===== config.mk =====
export PLATFORM = sky130hd
export DESIGN_NAME = spq_cell
export DESIGN_NICKNAME = d
export VERILOG_FILES = /design/src/spq_pkg.sv /design/src/spq_cell.sv
export SDC_FILE = /design/constraint.sdc
export NUM_CORES = 1
export LEC_CHECK = 0
export BUFFER_PORTS_ARGS = -buffer_cell sky130_fd_sc_hd__buf_2
export CORE_ASPECT_RATIO = 2
export CORE_MARGIN = 3
export CORE_UTILIZATION = 35
export CTS_CLUSTER_DIAMETER = 40
export DETAILED_ROUTE_END_ITERATION = 8
export HOLD_SLACK_MARGIN = 0.12
export MAX_ROUTING_LAYER = met4
export PLACE_DENSITY = 0.66
export SETUP_SLACK_MARGIN = 0.5
export SYNTH_ARGS = -nofsm -noshare
export SYNTH_HDL_FRONTEND = slang
export SYNTH_SLANG_ARGS = --single-unit

===== constraint.sdc =====
create_clock -name clock -period 6.6 [get_ports clock]
set_clock_uncertainty 0.1 [all_clocks]
set_input_delay 1.98 -clock clock [delete_from_list [all_inputs] [get_ports clock]]
set_output_delay 1.98 -clock clock [all_outputs]
set_load 0.005 [all_outputs]

===== src/spq_pkg.sv =====
// ---------------------------------------------------------------------------
// spq_pkg: shared definitions for the sorted priority queue
// Operation codes, field widths and the control bundle broadcast to cells.
// ---------------------------------------------------------------------------
`default_nettype none

package spq_pkg;

   localparam int SPQ_CAPACITY = 256;
   localparam int WEIGHT_W     = 32;
   localparam int HANDLE_W     = 9;
   localparam int COUNT_OUT_W  = 9;

   localparam logic FUNC_INSERT = 1'b0;
   localparam logic FUNC_REMOVE = 1'b1;

   // control broadcast to every cell in the chain
   typedef struct packed {
      logic                ins;
      logic                rem;
      logic [WEIGHT_W-1:0] weight;
      logic [HANDLE_W-1:0] handle;
   } spq_ctl_type;

endpackage

`default_nettype wire


===== src/spq_cell.sv =====
// ---------------------------------------------------------------------------
// spq_cell: one slot of the sorted shift chain
// Holds one entry; on insert takes the left entry, the new entry or keeps its
// own; on remove takes the right entry.
// ---------------------------------------------------------------------------
`default_nettype none

module spq_cell
   import spq_pkg::*;
(
   input  wire logic                clock,
   input  wire spq_ctl_type         ctl,
   input  wire logic                occ,
   input  wire logic                left_here,
   input  wire logic [WEIGHT_W-1:0] left_weight,
   input  wire logic [HANDLE_W-1:0] left_handle,
   input  wire logic [WEIGHT_W-1:0] right_weight,
   input  wire logic [HANDLE_W-1:0] right_handle,
   output logic                     here,
   output logic [WEIGHT_W-1:0]      weight,
   output logic [HANDLE_W-1:0]      handle
);

   logic [WEIGHT_W-1:0] weight_ff, weight_in;
   logic [HANDLE_W-1:0] handle_ff, handle_in;

   // new entry belongs at or before this slot (ties go ahead)
   assign here = !occ || (ctl.weight <= weight_ff);

   always_comb begin
      weight_in = weight_ff;
      handle_in = handle_ff;
      if (ctl.ins) begin
         if (left_here) begin
            weight_in = left_weight;
            handle_in = left_handle;
         end else if (here) begin
            weight_in = ctl.weight;
            handle_in = ctl.handle;
         end
      end else if (ctl.rem) begin
         weight_in = right_weight;
         handle_in = right_handle;
      end
   end

   always_ff @(posedge clock) begin
      weight_ff <= weight_in;
      handle_ff <= handle_in;
   end

   assign weight = weight_ff;
   assign handle = handle_ff;

endmodule

`default_nettype wire


# After elaboration in Yosys (flattened, before gate mapping)
# Index checks and enable logic that the tools add are counted.
[totals] input_bits=128 regBits=41 out_inout_bits=42 wordCells=16
[op_classes] n_mux=8 n_reduce_logical=4 n_eq_ne=1 n_lt_le_gt_ge=1
[op_table] cell="two-way mux 32 bit" count=4
[op_table] cell="two-way mux 9 bit" count=4
[op_table] cell="<= comparator 32 bit" count=1
[op_table] cell="inequality test 3 x 1 -> 1 bit, second input constant" count=1
[op_table] cell="AND reduction 2 bit" count=1
[op_table] cell="nonzero test 2 bit" count=1
[op_table] cell="logical NOT 1 bit" count=1
[op_table] cell="logical OR 1 bit" count=1

# Logic depth before layout (Yosys ltp)
[logic_depth] ltp_word=5 depth_mapped=7 depth_no_buf=7

# Least setup slack after synthesis
# Ideal clock, no wire load.
[synth_timing] kind="input port to flip-flop" startpoint="input ctl[22] (netlist bit)" endpoint="register handle_ff[0], in the netlist handle[0] (enable)" required_time_ps=6068 setup_time_ps=432 t_arrival_ps=4730 path_slack_ps=1337 n_path_buf=0 path_stages=6 path_cell_list="ha_1 -> nand4_2 -> or4_1 -> nand4_1 -> a31oi_1 -> nor3_2"
[synth_between] elab_chain_cells=4
[synth_rtl] element="from (decl)" line="spq_cell.sv:12" text="input wire spq_ctl_type ctl,"
[synth_rtl] element="<= comparator 32 bit" line="spq_cell.sv:28" text="assign here = !occ || (ctl.weight <= weight_ff);"
[synth_rtl] element="logical OR 1 bit" line="spq_cell.sv:28"
[synth_rtl] element="inequality test 3 x 1 -> 1 bit (no line)"
[synth_rtl] element="AND reduction 2 bit (no line)"
[synth_rtl] element="to (signal assigned)" line="spq_cell.sv:49" text="handle_ff <= handle_in;"
[synth_rtl] element="to (decl)" line="spq_cell.sv:25" text="logic [HANDLE_W-1:0] handle_ff, handle_in;"
# No other way between the ends.
# A chain may end at the register's enable or synchronous reset.

# Final worst setup path
[layout_timing] startpoint="input ctl[16] (netlist bit)" endpoint="output here"
[layout_between] elab_chain_cells=2
[layout_rtl] element="<= comparator 32 bit" line="spq_cell.sv:28"
[layout_rtl] element="logical OR 1 bit" line="spq_cell.sv:28"
[layout_rtl] element="to (decl)" line="spq_cell.sv:19" text="output logic here,"
# No other way between the ends.

==> insert_results.sql <==
INSERT INTO impl_metrics (metric_group, metric, value, unit) VALUES
('status', 'status', 'complete, no violations', ''),
('floorplan', 'die_width', '71.0', 'µm'),
('logic_synthesis', 'synth_top_area_cell', 'sky130_fd_sc_hd__edfxtp_1', ''),
('routing', 'drt_iter0_drc', '62', ''),
('clock_tree', 'clk_path_buf_depth', '2', ''),
('critical_path', 'worstPathMaxFanout', '3', ''),
('floorplan', 'floorplan.die.height', '136', 'µm'),
('logic_synthesis', 'syn-cell-area', '2960', 'µm²'),
('sta', 'fmax', '179', 'MHz'),
('global_route', 'globalRouteOverflowTotal', '0', ''),
('finish', 'diodes', '0', ''),
('sta', 'timing.setup.tns', '0', 'ns'),
('global_route', 'grt_antenna_before_repair', '0', ''),
('logic_synthesis', 'avgSynthCellArea', '9.74', 'µm²'),
('run', 'drv_cap', '0', ''),
('worst_hold_path', 'min-delay-path-class', 'flop to flop', ''),
('clock_tree', 'cts_made_buffers', '5', ''),
('routing', 'detail_route.wl_per_cell', '14.8', 'µm'),
('critical_path', 'cp_cell_sequence', 'buf_2 -> ha_1 -> a21oi_1 -> o21ai_1 -> a221oi_1 -> a31oi_1 -> o211ai_1 -> buf_2', ''),
('clock_tree', 'clock_latency', '0.28', 'ns'),
('logic_synthesis', 'mappedNetlistNets', '464', ''),
('critical_path', 'cp_slowest_cell', 'sky130_fd_sc_hd__a221oi_1', ''),
('logic_synthesis', 'synth-edff-count', '41', ''),
('logic_synthesis', 'netlist_top_cells_count', 'sky130_fd_sc_hd__a21oi_1, sky130_fd_sc_hd__nor2_1, sky130_fd_sc_hd__edfxtp_1, sky130_fd_sc_hd__mux2i_1, sky130_fd_sc_hd__inv_1', ''),
('clock_tree', 'cts.sink_count', '41', ''),
('clock_tree', 'tritoncts', 'built', ''),
('routing', 'detail_route.first_pass.iterations', '4', ''),
('critical_path', 'critical_path.endpoint_type', 'output pin', ''),
('global_route', 'met3_usage', '0.0266', ''),
('finish', 'fin_cells', '565', ''),
('sta', 'report.final.hold_viol_count', '0', ''),
('finish', 'drive_gt1_frac', '0.388', ''),
('sta', 'fin_hold_ws', '1.10', 'ns'),
('global_route', 'grt_pass1_vias', '2776', ''),
('logic_synthesis', 'yosysWarnings', '0', ''),
('routing', 'routed_wl', '8360', 'µm'),
('clock_tree', 'total_of_cells_resized_after_clock_tree_synthesis', '0', ''),
('sta', 'portion_of_the_clock_cycle_consumed_by_the_worst_path_in_the_final_layout', '0.848', ''),
('power_and_ir_drop', 'leakagePower', '2.07', 'nW'),
('global_route', 'grt_use_met2', '0.324', ''),
('clock_tree', 'postCtsSetupRepairBufs', '0', ''),
('floorplan', 'design.portCount', '170', ''),
('routing', 'drcViolationCount', '0', ''),
('floorplan', 'fp.coreArea', '8060', 'µm²'),
('critical_path', 'cp_common_cell', 'sky130_fd_sc_hd__buf_2', ''),
('place', 'gp_congestion', '0.882', ''),
('floorplan', 'initial_standard_cell_utilization_of_the_core', '0.367', ''),
('clock_tree', 'cts.root.buffer_cell', 'sky130_fd_sc_hd__clkbuf_16', ''),
('logic_synthesis', 'synth.top_cell.area_share', '0.416', ''),
('critical_path', 'crit_type', 'input port to output pin', ''),
('sta', 'slew-limit-headroom', '0.608', ''),
('floorplan', 'die-area', '9660', 'µm²'),
('finish', 'finish.utilization', '0.500', ''),
('critical_path', 'cp.arrival', '3.52', 'ns'),
('logic_synthesis', 'post_synth_main_area_contributors', 'sky130_fd_sc_hd__edfxtp_1, sky130_fd_sc_hd__mux2i_1, sky130_fd_sc_hd__ha_1', ''),
('critical_path', 'worst_setup_path_start_kind', 'input port', ''),
('clock_tree', 'holdBufCountCts', '0', ''),
('logic_synthesis', 'syn-instance-count', '304', ''),
('global_route', 'global_route_wire_length_before_repair', '12900', 'µm'),
('routing', 'average_via_count_per_standard_cell', '4.90', ''),
('power_and_ir_drop', 'power_per_cell_area', '188', 'nW/µm²'),
('critical_path', 'worst_ep_required_time', '4.52', 'ns'),
('logic_synthesis', 'synth_seq_cells', '41', ''),
('routing', 'drt.antenna.violating_nets', '0', ''),
('sta', 'timing_worst_slew_pin_value', '0.588', 'ns'),
('sta', 'finalSetupViolCount', '0', ''),
('logic_synthesis', 'post-synth-top-count-cell', 'sky130_fd_sc_hd__a21oi_1', ''),
('clock_tree', 'cts.reportedPaths.clkPinSlew', '0.06', 'ns'),
('sta', 'grt_setup_unrepaired', 'no', ''),
('sta', 'report.final.slew_viol_count', '0', ''),
('clock_tree', 'clock_tree.htree_level_count', '2', '');
[power by group]
part / internal [mW] / total, mW / switching [mW]
sequential: 0.320 / 0.330 / 0.0102
clock: 0.137 / 0.229 / 0.0921
combinational: 0.0948 / 0.200 / 0.105
[per-layer routing]
layer	vias to the layer above	wire length [µm]
met4	0	282
met1	1233	2930
li1	1427	-
met5	-	0
met2	90	4770
met3	18	382
[worst paths after layout]
kind	cells after the start	start	endpoint	slack, ns
worst min-delay path	5	weight[15]	weight[0]	1.10
worst max-delay path	8	ctl[16]	here	1.00
worst min register to register	5	weight[15]	weight[0]	1.10
worst max register to register	8	weight[11]	handle[1]	3.60
[flip-flops by register name, summed over array words and instances (netlist names)]
register,count
handle,9
weight,32
[stage by stage]
| step | instance area (µm²) | total power, mW | setup slack, ns |
|---|---|---|---|
| floorplan | 2960 | 0.443 | 1.34 |
| CTS | 4030 | 0.773 | 0.981 |
| global placement | 3900 | 0.533 | 1.01 |
| global route | 4030 | 0.806 | 0.880 |
| finish | 4030 | 0.759 | 1.00 |
| detailed placement | 3900 | 0.539 | 0.986 |
[worst max-delay path, delay by kind of cell]
kind	cells	cell delay, ns
AO/OA/AOI/OAI	5	0.94
adder cells (fa/ha/maj)	1	0.33
buffers and inverters	2	0.26
[kinds of logic after synthesis]
| family | Yosys count | share of synthesized area |
|---|---|---|
| simple gates | 74 | 0.121 |
| buf+inv | 47 | 0.0613 |
| mux | 41 | 0.139 |
| fa+ha+maj | 32 | 0.135 |
| flops | 41 | 0.416 |
| compound gates | 69 | 0.128 |
[cell usage in the layout (no fill, tap or decap), types with 3 or more instances in the layout]
master and n:
sky130_fd_sc_hd__nand4_1 7, sky130_fd_sc_hd__buf_2 169, sky130_fd_sc_hd__a21oi_1 54, sky130_fd_sc_hd__ha_1 32
sky130_fd_sc_hd__nand2_1 10, sky130_fd_sc_hd__buf_4 3, sky130_fd_sc_hd__edfxtp_1 41, sky130_fd_sc_hd__clkbuf_16 5
sky130_fd_sc_hd__nor2_1 44, sky130_fd_sc_hd__mux2i_1 41, sky130_fd_sc_hd__inv_1 33
[cell type report]
class                      count  area, µm²
fill                         763       4030
multi-input combinational    216       1550
sequential                    41       1230
timing repair buffer         172        868
clock buffer                   6        129
inverter                      33        124
tap                           96        120
clock inverter                 1       3.75
Power figures use the tool's default switching activity.
